===== src/hw/rtl/nom_pkg.sv =====
// Package for the needle overlap merge block: item types, queue sizing, command entry.
package nom_pkg;

    localparam int QDEPTH = 4;
    localparam int QPTR_W = $clog2(QDEPTH);
    localparam int QCNT_W = $clog2(QDEPTH + 1);

    typedef struct packed {
        logic [31:0] query_begin;
        logic [31:0] query_finish;
        logic [31:0] target_begin;
        logic [31:0] target_finish;
        logic        list_end;
    } t_in_item;

    typedef struct packed {
        logic [31:0] out_query_begin;
        logic [31:0] out_query_finish;
        logic [31:0] out_target_begin;
        logic [31:0] out_target_finish;
        logic        out_final;
    } t_out_item;

    // One queue entry: one or two result items caused by one input item.
    typedef struct packed {
        logic      two;
        t_out_item res0;
        t_out_item res1;
    } t_cmd;

    typedef struct packed {
        logic full;
        logic empty;
    } t_q_status;

endpackage


===== src/hw/rtl/nom_front.sv =====
// Front end: takes input items, classifies them against the pending block, queues results.
module nom_front import nom_pkg::*; (
    input  logic      i_clk,
    input  logic      i_rst_n,
    input  logic      i_valid,
    input  t_in_item  i_item,
    output logic      o_stall,
    input  t_q_status i_qstat,
    output logic      o_push,
    output t_cmd      o_cmd
);

    typedef enum logic [4:0] {
        K_LOAD  = 5'b00001,
        K_DROP  = 5'b00010,
        K_TRIM  = 5'b00100,
        K_MERGE = 5'b01000,
        K_SPLIT = 5'b10000
    } t_kind;

    logic        r_pv;
    logic [31:0] r_pqb, r_pqf, r_ptb, r_ptf;
    logic        n_pv;
    logic [31:0] n_pqb, n_pqf, n_ptb, n_ptf;

    t_kind kind;
    logic  accept;
    logic  overlap;
    logic  emit_old;
    logic [31:0] trim_tb;

    assign o_stall = i_qstat.full;
    assign accept  = i_valid && !i_qstat.full;
    assign overlap = r_pqf > i_item.query_begin;
    assign trim_tb = i_item.target_begin + r_pqf - i_item.query_begin;

    always_comb begin
        if (!r_pv) begin
            kind = K_LOAD;
        end else if (overlap) begin
            if (r_pqb <= i_item.query_begin && r_pqf >= i_item.query_finish) begin
                kind = K_DROP;
            end else begin
                kind = K_TRIM;
            end
        end else if (r_pqf == i_item.query_begin && r_ptf == i_item.target_begin) begin
            kind = K_MERGE;
        end else begin
            kind = K_SPLIT;
        end
    end

    // Pending block after this item's case, before any end-of-list flush.
    always_comb begin
        n_pqb = i_item.query_begin;
        n_pqf = i_item.query_finish;
        n_ptb = i_item.target_begin;
        n_ptf = i_item.target_finish;
        case (kind)
            K_LOAD, K_SPLIT: begin
            end
            K_DROP: begin
                n_pqb = r_pqb;
                n_pqf = r_pqf;
                n_ptb = r_ptb;
                n_ptf = r_ptf;
            end
            K_TRIM: begin
                n_pqb = r_pqf;
                n_ptb = trim_tb;
            end
            K_MERGE: begin
                n_pqb = r_pqb;
                n_ptb = r_ptb;
            end
            default: begin
            end
        endcase
        n_pv = !i_item.list_end;
    end

    assign emit_old = (kind == K_TRIM) || (kind == K_SPLIT);

    always_comb begin
        o_cmd = '0;
        if (emit_old) begin
            o_cmd.two  = i_item.list_end;
            o_cmd.res0 = '{r_pqb, r_pqf, r_ptb, r_ptf, 1'b0};
            o_cmd.res1 = '{n_pqb, n_pqf, n_ptb, n_ptf, 1'b1};
        end else begin
            o_cmd.two  = 1'b0;
            o_cmd.res0 = '{n_pqb, n_pqf, n_ptb, n_ptf, 1'b1};
            o_cmd.res1 = '{n_pqb, n_pqf, n_ptb, n_ptf, 1'b1};
        end
    end

    assign o_push = accept && (emit_old || i_item.list_end);

    always_ff @(posedge i_clk) begin
        if (!i_rst_n) begin
            r_pv <= 1'b0;
        end else if (accept) begin
            r_pv <= n_pv;
        end
    end

    always_ff @(posedge i_clk) begin
        if (accept) begin
            r_pqb <= n_pqb;
            r_pqf <= n_pqf;
            r_ptb <= n_ptb;
            r_ptf <= n_ptf;
        end
    end

endmodule


===== src/hw/rtl/nom_queue.sv =====
// Short command queue between front and back.
module nom_queue import nom_pkg::*; (
    input  logic      i_clk,
    input  logic      i_rst_n,
    input  logic      i_push,
    input  t_cmd      i_cmd,
    input  logic      i_pop,
    output t_cmd      o_head,
    output t_q_status o_stat
);

    t_cmd              r_mem [QDEPTH];
    logic [QPTR_W-1:0] r_wp, r_rp;
    logic [QCNT_W-1:0] r_cnt;
    logic              do_push, do_pop;

    assign o_stat.full  = (r_cnt == QCNT_W'(QDEPTH));
    assign o_stat.empty = (r_cnt == '0);
    assign do_push      = i_push && !o_stat.full;
    assign do_pop       = i_pop && !o_stat.empty;
    assign o_head       = r_mem[r_rp];

    always_ff @(posedge i_clk) begin
        if (do_push) begin
            r_mem[r_wp] <= i_cmd;
        end
    end

    always_ff @(posedge i_clk) begin
        if (!i_rst_n) begin
            r_wp  <= '0;
            r_rp  <= '0;
            r_cnt <= '0;
        end else begin
            if (do_push) begin
                r_wp <= (r_wp == QPTR_W'(QDEPTH - 1)) ? '0 : r_wp + 1'b1;
            end
            if (do_pop) begin
                r_rp <= (r_rp == QPTR_W'(QDEPTH - 1)) ? '0 : r_rp + 1'b1;
            end
            r_cnt <= r_cnt + QCNT_W'(do_push) - QCNT_W'(do_pop);
        end
    end

endmodule


===== src/hw/rtl/nom_back.sv =====
// Back end: delivers the one or two result items of each queued command.
module nom_back import nom_pkg::*; (
    input  logic      i_clk,
    input  logic      i_rst_n,
    input  t_cmd      i_head,
    input  t_q_status i_qstat,
    output logic      o_pop,
    output logic      o_valid,
    output t_out_item o_item,
    input  logic      i_stall
);

    logic r_sub;
    logic accept;

    assign o_valid = !i_qstat.empty;
    assign o_item  = r_sub ? i_head.res1 : i_head.res0;
    assign accept  = o_valid && !i_stall;
    assign o_pop   = accept && (r_sub || !i_head.two);

    always_ff @(posedge i_clk) begin
        if (!i_rst_n) begin
            r_sub <= 1'b0;
        end else if (accept) begin
            r_sub <= !o_pop;
        end
    end

endmodule


===== src/hw/rtl/needle_overlap_merge.sv =====
// Top level of the needle overlap merge block.
// Cleans up a stream of alignment blocks sorted by query start. One block is
// held pending; each new item is compared with it at acceptance and is
// dropped, trimmed, merged or started fresh, and an item with list_end set
// flushes the pending block marked final. The front end does the compare and
// pending-register update together, so an input item can be taken every
// cycle while the queue is not full. Results go through a 4-entry command
// queue to the back end, which drives the output port one result item per
// cycle when not stalled; an input item that causes two results holds the
// output until both are taken. Sustained rate is one item per cycle while
// each item causes at most one result and the output is not stalled, else
// set by the single output port. Input stall rises only on a full queue.
module needle_overlap_merge import nom_pkg::*; (
    input  logic      i_clk,
    input  logic      i_rst_n,
    input  logic      i_in_valid,
    input  t_in_item  i_in_item,
    output logic      o_in_stall,
    output logic      o_out_valid,
    output t_out_item o_out_item,
    input  logic      i_out_stall
);

    t_q_status qstat;
    t_cmd      push_cmd;
    t_cmd      head;
    logic      push;
    logic      pop;

    // classify and update the pending block
    nom_front u_front (
        .i_clk   (i_clk),
        .i_rst_n (i_rst_n),
        .i_valid (i_in_valid),
        .i_item  (i_in_item),
        .o_stall (o_in_stall),
        .i_qstat (qstat),
        .o_push  (push),
        .o_cmd   (push_cmd)
    );

    // decouples the compare stage from output back-pressure
    nom_queue u_queue (
        .i_clk   (i_clk),
        .i_rst_n (i_rst_n),
        .i_push  (push),
        .i_cmd   (push_cmd),
        .i_pop   (pop),
        .o_head  (head),
        .o_stat  (qstat)
    );

    // serialize one or two results per command
    nom_back u_back (
        .i_clk   (i_clk),
        .i_rst_n (i_rst_n),
        .i_head  (head),
        .i_qstat (qstat),
        .o_pop   (pop),
        .o_valid (o_out_valid),
        .o_item  (o_out_item),
        .i_stall (i_out_stall)
    );

endmodule


===== config.mk =====
export PLATFORM = sky130hd
export DESIGN_NAME = needle_overlap_merge
export DESIGN_NICKNAME = d
export VERILOG_FILES = /design/src/hw/rtl/nom_pkg.sv /design/src/hw/rtl/nom_front.sv /design/src/hw/rtl/nom_queue.sv /design/src/hw/rtl/nom_back.sv /design/src/hw/rtl/needle_overlap_merge.sv
export SDC_FILE = /design/constraint.sdc
export NUM_CORES = 1
export LEC_CHECK = 0
export ABC_CLOCK_PERIOD_IN_PS = 41800
export BUFFER_PORTS_ARGS = -buffer_cell sky130_fd_sc_hd__buf_2
export CAP_MARGIN = 20
export CELL_PAD_IN_SITES_DETAIL_PLACEMENT = 1
export CELL_PAD_IN_SITES_GLOBAL_PLACEMENT = 2
export CORE_AREA = 10 10 333 335
export DETAILED_ROUTE_END_ITERATION = 10
export DIE_AREA = 0 0 343 345
export HOLD_SLACK_MARGIN = 0.06
export PLACE_DENSITY_LB_ADDON = 0.1
export SYNTH_ARGS = -nofsm -noshare
export SYNTH_HDL_FRONTEND = slang
export SYNTH_HIERARCHICAL = 1
export SYNTH_SLANG_ARGS = --single-unit
export TNS_END_PERCENT = 30

===== constraint.sdc =====
create_clock -name i_clk -period 41.8 [get_ports i_clk]
set_clock_uncertainty 0.2 [all_clocks]
set_input_delay 2.09 -clock i_clk [delete_from_list [all_inputs] [get_ports i_clk]]
set_output_delay 2.09 -clock i_clk [all_outputs]
set_load 0.01 [all_outputs]

==> results by stage, run 1 <==
Outcome:
- The flow ran to the end, and the final reports show no timing, DRC or antenna violations.

Route:
- Across all layers, the routed design uses between 20k and 30k vias.
- The initial detailed-routing violation count is about 2.5k.
- The number of routed nets with antenna violations is 0.
- The average via count per standard cell is 5.988.
- The iteration count of the initial detailed-routing pass is 6.
- Dividing the detail-routed wire length by the instance count gives 30.65 um.
- The number of DRC violations after detailed routing is 0.
- Summed over all layers, the routed wires come to 146300 um.

Synth:
- For this run, the register share of the synthesized area comes to 67.85%.
- The adder and majority gate portion of the synthesized area is 4.470%.
- The fraction of registers with async set or reset after synthesis is 0%.
- The cell type with the highest aggregate area in the netlist is sky130_fd_sc_hd__edfxtp_1.
- The post-synthesis compound-gate area fraction is 4.499%.
- Summed over its instances, the top area cell type makes up between 60 and 70% of the synthesized netlist area.
- The cell area that synthesis handed to floorplanning was 51840 um2.
- Yosys attributes the largest share of cell area to sky130_fd_sc_hd__edfxtp_1, sky130_fd_sc_hd__mux4_2, sky130_fd_sc_hd__mux2_2, sky130_fd_sc_hd__ha_1, sky130_fd_sc_hd__nand2_1.
- The synthesized instance count is 2977.
- The number of distinct library cell variants in the gate-level netlist after synthesis is 76.
- Yosys printed 6 warnings.
- Of the total synthesized cell area, the portion taken by AND, OR, NAND and NOR gates is 3.434%.
- The predominant post-synthesis flop cell is sky130_fd_sc_hd__edfxtp_1.
- The proportion of synthesized area in mux cells is 15.61%.
- After synthesis the netlist holds a flip-flop and latch count of 1175.
- The synthesized design contains 1164 enable-type register cells.
- The mean post-synth cell area is approximately 17 um2.
- The post-synthesis net count is between 3k and 4k.
- In the synthesized netlist, the cells that appear most often are sky130_fd_sc_hd__edfxtp_1, sky130_fd_sc_hd__mux4_2, sky130_fd_sc_hd__nand2_1, sky130_fd_sc_hd__inv_1, sky130_fd_sc_hd__mux2_2.
- By area, the combinational part of the netlist is dominated by multiplexers.
- The most frequent cell after synthesis is sky130_fd_sc_hd__edfxtp_1.
- Summing the areas of all xor and xnor instances in the mapped netlist gives under 10% of the synthesized area.

Die:
- After floorplanning, the core was divided into 119 placement rows.
- The die covers 118300 um2.
- The die is 343 um wide.
- In this run the count of I/O pins placed on the die edge is between 200 and 300.
- The vertical die dimension is ~350 um.
- The effective utilization at floorplan is 49.67%.
- The floorplan step defined a core boundary enclosing roughly 100000 um2.

Global routing:
- Entering global routing, the biggest net connects 140 pins.
- The all-layer global routing usage is 24.47%.
- The via count of the first global-routing pass is 30.70k.
- The total grt overflow is 0.
- The initial antenna violation count is 10.
- The first global-routing pass estimated 213200 um of wire.

Placed design:
- Before CTS, the worst setup slack after placement is 33.16 ns.
- Buffers placed on the I/O ports in this run total 263.
- The number of cells after detailed placement is about 4.5k.
- Once placement finished, the instance area stood at 54450 um2.
- The detailed-placement wirelength estimate is 97750 um.
- The placer congestion estimate is 0.8707.

Timing:
- The final period demand of the worst path is 7.936 ns.
- The worst pin sits at a relative slew slack of roughly a quarter.
- The final worst-path cycle share is around a fifth.
- Hold timing on the final database bottoms out at a slack of ~0.32 ns.
- The final total negative setup slack is 0 ns.
- For the pin with the worst max-slew slack, the measured transition is 1.101 ns.
- The least setup slack across all paths after layout is 33.86 ns.
- The maximum clock frequency is 0.1260 GHz.
- Setup violations remaining at the end of the flow were counted as 0.
- The number of endpoints with negative hold slack in the final report came to 0.
- Setup repair after global routing left no endpoint under its margin.
- The count of final max-slew check failures was 0.

Setup path:
- In this run the critical register-to-register path is launched from u_front/r_pqf[17].
- In this run the critical register-to-register path is captured at u_queue/r_mem[2][16].
- At the worst endpoint, the arrival time is 8.06 ns.
- Along the worst path, the maximum fanout reaches between 50 and 60.
- STA puts the critical path data required time at between 40 and 50 ns.
- The reg-to-reg setup timing slack is between 30 and 40 ns.
- The type of the setup path with the least slack is in2reg.
- The worst setup path is captured at a register.
- The sort of element at the start of the critical path is an input port.
- The worst register-to-register path has a depth of 13.

Clocking:
- The CTS sink count is around 1.2k.
- The CTS root buffer is sky130_fd_sc_hd__clkbuf_16.
- The buffer count from post-CTS setup fixing is 0.
- In this run the deepest clock path goes through 3 buffers.
- The TritonCTS buffer count is 120.
- The TritonCTS clock tree is done.
- The total of cells resized after clock tree synthesis is 0.
- Clock-pin slew was measured on the worst setup and hold paths at approximately 0.06 ns.
- Clock latency on the worst-skew pair, taken at its later pin, is approximately 0.71 ns.
- The number of H-tree branching levels is 3.
- The number of hold buffers added after CTS was 0.

Layout:
- The final design utilization is 56.08%.
- Of the cells placed in the final design, the portion with a size suffix greater than 1 is 28.26%.
- The number of standard cells in the layout, taps in and fillers out is 4772.
- The final instance area is 58530 um2.
- At the end of the flow, the number of nets in the layout was 3571.
- Compared with the post-synthesis result, the final layout area differs by 12.90%.

Worst hold path:
- The min-delay analysis places its worst path in the category reg2reg.
- The startpoint identified for the worst hold timing path is u_queue/r_rp[0].
- The number of cells traversed by the worst hold path is 2.

Power and ir drop:
- Power spread over the standard cell area amounts to 55.55 nW/um2.
- Summing internal, switching and leakage power gives 3.251 mW.
- The static leakage is 20.13 nW.
- The peak ir drop on the vdd network is between 30 and 40 uV.

Job:
- The max-cap violation count is 0.
-- logic make-up (layout without fill, tap and decap cells) --
group	after synthesis	count (layout)
mux	460	460
simple gates	396	396
fa+ha+maj	166	166
other cells	1	6
flops	1175	1175
compound gates	375	375
buf+inv	343	742
xor+xnor	61	61
-- routing by layer --
metal	up-vias	global-route usage, %	share of wire, %
met4	16	7.155	2.7
li1	12300	-	-
met2	905	40.45	50
met5	-	0	0.072
met3	193	5.138	6.7
met1	15160	32.49	41
-- worst max path at each step --
stage                        startpoint                     to  slack, ns  cells after the start
after global placement    i_in_item[65]   u_queue/r_mem[2][22]      33.03                     14
after floorplan              i_in_valid    u_queue/r_mem[0][0]      26.49                      5
after global routing      i_in_item[72]   u_queue/r_mem[0][39]      33.67                     15
after detailed placement  i_in_item[70]  u_queue/r_mem[0][183]      33.16                     15
final                     i_in_item[72]   u_queue/r_mem[2][16]      33.86                     15
after CTS                 i_in_item[72]  u_queue/r_mem[0][177]      33.85                     15
-- area by class of cell --
class,count,area (um2)
Antenna cell,5,12.51
Clock buffer,155,3261
Clock inverter,71,734.5
Fill cell,9435,45840
Inverter,212,795.8
Multi-Input combinational cell,1459,15110
Sequential cell,1175,35190
Tap cell,1391,1740
Timing Repair Buffer,304,1687
-- placed cells by master (no fill, tap or decap), types with 28 or more instances in the layout --
master / n
sky130_fd_sc_hd__xor2_1: 42
sky130_fd_sc_hd__clkbuf_16: 125
sky130_fd_sc_hd__a21oi_1: 64
sky130_fd_sc_hd__clkbuf_1: 28
sky130_fd_sc_hd__fa_1: 32
sky130_fd_sc_hd__inv_1: 211
sky130_fd_sc_hd__o21ai_0: 150
sky130_fd_sc_hd__buf_4: 36
sky130_fd_sc_hd__nand2_1: 254
sky130_fd_sc_hd__buf_2: 264
sky130_fd_sc_hd__mux2_2: 196
sky130_fd_sc_hd__clkinv_1: 28
sky130_fd_sc_hd__edfxtp_1: 1164
sky130_fd_sc_hd__a22oi_1: 52
sky130_fd_sc_hd__mux4_2: 259
sky130_fd_sc_hd__ha_1: 134
-- sequential cells by signal, summed over array words and instances, names as in the netlist, named ones only --
| name | flops |
|---|---|
| u_queue/r_rp | 2 |
| u_queue/r_cnt | 3 |
| u_front/r_ptf | 32 |
| u_back/r_sub | 1 |
| u_front/r_ptb | 32 |
| u_front/r_pqb | 32 |
| u_queue/r_wp | 2 |
| u_front/r_pv | 1 |
| u_queue/r_mem | 1036 |
| u_front/r_pqf | 32 |
-- worst max-delay path: stages --
cell                       delay, ns
sky130_fd_sc_hd__buf_2          0.12
sky130_fd_sc_hd__inv_1          0.06
sky130_fd_sc_hd__ha_1           0.33
sky130_fd_sc_hd__a21oi_1        0.16
sky130_fd_sc_hd__o21ai_0        0.12
sky130_fd_sc_hd__a221oi_1       0.86
sky130_fd_sc_hd__a21oi_1        0.19
sky130_fd_sc_hd__nor3_1         0.43
sky130_fd_sc_hd__nor2_1         0.13
sky130_fd_sc_hd__a31oi_4        0.24
sky130_fd_sc_hd__o21a_1         0.13
sky130_fd_sc_hd__nor2b_1        0.51
sky130_fd_sc_hd__and2_4         0.84
sky130_fd_sc_hd__buf_4          0.89
sky130_fd_sc_hd__buf_4          0.75
-- where the power goes --
group	total [mW]	switching [mW]	leakage (nW)	internal, mW
Sequential	1.51	0.0545	10.8	1.45
Combinational	0.658	0.406	7.43	0.252
Clock	1.09	0.446	1.94	0.640
Total	3.25	0.907	20.1	2.34
Note: power is estimated with default switching activity, not from simulation.
==> run 2: changes to the inputs <==
ABC_CLOCK_PERIOD_IN_PS = 7400   (was 41800)
CORE_AREA = 10 10 344 346   (was 10 10 333 335)
DIE_AREA = 0 0 354 356   (was 0 0 343 345)
clock period = 7.4 ns   (was 41.8 ns; I/O delays follow)
==> results by stage, run 2 (synthesized netlist as in run 1, its figures left out) <==
Outcome:
- The flow ran to the end, and the final reports show no timing, DRC or antenna violations.

Job:
- The max-cap violation count is 0.

Power and ir drop:
- Power spread over the standard cell area amounts to ~300 nW/um2.
- Across the VDD grid, the largest voltage drop is 192.4 uV.
- The part of the power in registers is 46.9%.
- The static leakage is 20.38 nW.
- The switching portion of total power is about 28%.
- The internal power contribution is approximately 13 mW.
- The share of total power dissipated in combinational logic is about a fifth.
- Summed over all nets, the switching power comes to 5.099 mW.
- The share of power burned in the clock network is between 30% and 40%.

Die:
- The vertical die dimension is roughly 360 um.
- The effective utilization at floorplan is 46.46%.
- The die width is 354 um.
- The core box area is 111600 um2.
- The floorplan step defined a die boundary enclosing 126000 um2.
- The initialized floorplan defines 123 standard-cell rows.
- The count of pins on the block boundary is 264.

Timing:
- The final total negative setup slack is 0 ns.
- The maximum clock frequency is 0.1643 GHz.
- The count of final max-slew check failures is 0.
- Setup repair after global routing left no endpoint under its margin.
- The number of endpoints with negative hold slack in the final report is 0.
- After layout, the worst path uses about 82% of the clock period.
- The max-slew headroom at the worst pin is a little under 20%.
- The transition time at the pin with the least slew margin is between 1 and 1.5 ns.
- The final count of negative-setup-slack endpoints is 0.
- The worst path in the final design needs a cycle of 6.088 ns, including I/O delays and setup.

Route:
- The first detailed-routing pass ran for 7 iterations.
- The average via count per standard cell is 5.822.
- The initial detailed-routing violation count is 2407.
- In the final routed layout, each cell accounts on average for a little under 30 um.
- The number of vias after detailed routing is 28.86k.
- Once detail routing completed, the nets flagged for antenna violations numbered 0.
- The detailed-route wire length is 147600 um.
- After detailed routing, the number of remaining DRC violations is 0.

Clocking:
- The number of H-tree branching levels is 3.
- The clock net in this run drives a total of ~1.2k sinks.
- TritonCTS created 121 clock buffers.
- In this run the clock root is driven by a sky130_fd_sc_hd__clkbuf_16.
- The total of cells resized after clock tree synthesis is 0.
- The largest buffer count on any clock path is 3.
- The buffer count from post-CTS setup fixing is 0.
- After clock tree synthesis, the clock-pin slew on the worst setup and hold paths is 0.06 ns.
- The total of hold buffers inserted after clock tree synthesis is 84.
- The TritonCTS clock tree is done.
- At the later pin of the worst-skew pair, clock insertion delay measures 0.72 ns.

Placed design:
- The total placed instance area is 54780 um2.
- Routability-driven placement finished with a final weighted congestion of 0.8438.
- The detailed-placement wirelength estimate is 98600 um.
- The number of buffers inserted by port buffering is 263.

Layout:
- The top cell types in the final layout, fill and taps aside, are sky130_fd_sc_hd__edfxtp_1, sky130_fd_sc_hd__buf_2, sky130_fd_sc_hd__mux4_2.
- The library cell used most frequently in the layout, excluding fill and tap cells, is sky130_fd_sc_hd__edfxtp_1.
- The register ranked first by flip-flop count is u_queue/r_mem.
- In the final layout, the share of cells above drive strength 1 is 27.20%.
- The area growth from synthesis to layout is 14.45%.
- After the last flow step, the layout net total stands at 3655.
- After routing the design area is slightly below 60000 um2.
- The flip-flop count of the largest register, all copies and words added is 1036.

Setup path:
- The sort of element at the start of the critical path is a register.
- The required time of the critical path is 7.54 ns.
- On the worst path, the slowest cell contributes a delay of 1.01 ns.
- The largest delay contributor family on the critical path is simple AND/OR/NAND/NOR gates.
- Together, buffers and inverters on the worst path number 1.
- The kind of end point of the critical path is a register.
- Data arrives at the worst endpoint at ~6.2 ns.
- The critical path is of the reg2reg type.
- The highest fanout seen on the critical path is 57.
- The signal on the critical path passes through ha_1, and4_1, a221oi_1, a21oi_1, nor3_1, nor2_1, a31oi_4, o21a_1, nor2b_1, and2_4, buf_12.
- The largest individual stage delay along the critical path comes from the cell sky130_fd_sc_hd__a221oi_1.

Global routing:
- The initial antenna violation count was 14.
- The total grt overflow is 0.
- The via count of the first global-routing pass is 30.99k.
- The first-pass GRT wire length is 215800 um.
- The pin count of the biggest net entering global routing is around 120.
- The all-layer global routing usage is between 20% and 30%.

Worst hold path:
- The class of the tightest hold or removal check is in2reg.
[run 2: cell count changes in the layout (fill, tap and decap cells not counted), moves of 3 or more]
cell                            previous run  this run
sky130_fd_sc_hd__buf_12                    2        15
sky130_fd_sc_hd__clkinvlp_4                6         2
sky130_fd_sc_hd__clkbuf_1                 28        20
sky130_fd_sc_hd__diode_2                   5         8
sky130_fd_sc_hd__bufinv_16                15         8
sky130_fd_sc_hd__dlygate4sd3_1             0        84
sky130_fd_sc_hd__buf_4                    36        24
sky130_fd_sc_hd__clkinv_1                 28        40
[run 2: power by group through the flow]
| stage | Sequential (mW) | Combinational (mW) | Clock [mW] |
|---|---|---|---|
| floorplan | 8.53 | 2.41 | 0 |
| global placement | 8.57 | 3.74 | 0 |
| detailed placement | 8.62 | 3.80 | 0 |
| CTS | 8.48 | 3.86 | 5.92 |
| global route | 8.53 | 4.12 | 6.18 |
| finish | 8.48 | 3.79 | 5.79 |
[run 2: path summary, 6_finish.rpt]
path | startpoint | end | slack [ns] | cells past startpoint
hold / removal | i_in_item[74] | u_queue/r_mem[1][203] | 0.08 | 3
setup / recovery | u_front/r_pqf[10] | u_queue/r_mem[0][258] | 1.31 | 11
hold reg to reg | u_queue/r_wp[1] | u_queue/r_wp[1] | 0.31 | 2
setup reg to reg | u_front/r_pqf[10] | u_queue/r_mem[0][258] | 1.31 | 11
[run 2: layout make-up]
type | instances | area [um2]
Fill cell | 10240 | 52240
Sequential cell | 1175 | 35190
Multi-Input combinational cell | 1459 | 15120
Clock buffer | 143 | 3153
Timing Repair Buffer | 387 | 2643
Tap cell | 1500 | 1877
Inverter | 212 | 795.8
Clock inverter | 72 | 543.0
Antenna cell | 8 | 20.02
[run 2: tightest hold or removal path, delay by kind of cell]
kind,cells,cell delay [ns]
compound gates,1,0.24
buf+inv,1,0.12
simple gates,1,0.05
[run 2: per-layer routing]
metal / up-vias / share of wire [%] / GRT usage (%) / wire length, um
li1: 12450 / - / - / -
met1: 15320 / 43 / 31.67 / 62850
met2: 895 / 49 / 38.51 / 72640
met3: 176 / 6.1 / 3.894 / 8947
met4: 16 / 2.1 / 5.828 / 3086
met5: - / 0.064 / 0 / 95
[run 2: metrics by stage]
stage / hold WS, ns / utilization, % / setup slack (ns) / cells / power (mW)
after global placement: 0.2836 / 49.09 / 0.8875 / 4648 / 12.31
after global routing: 0.09905 / 53.16 / 1.023 / 4950 / 18.82
after detailed placement: 0.3071 / 49.09 / 1.224 / 4649 / 12.42
after floorplan: 0.2677 / - / 0.4990 / 2977 / 10.94
final: 0.07612 / 53.18 / 1.312 / 4956 / 18.06
after CTS: 0.06131 / 53.16 / 1.206 / 4948 / 18.27
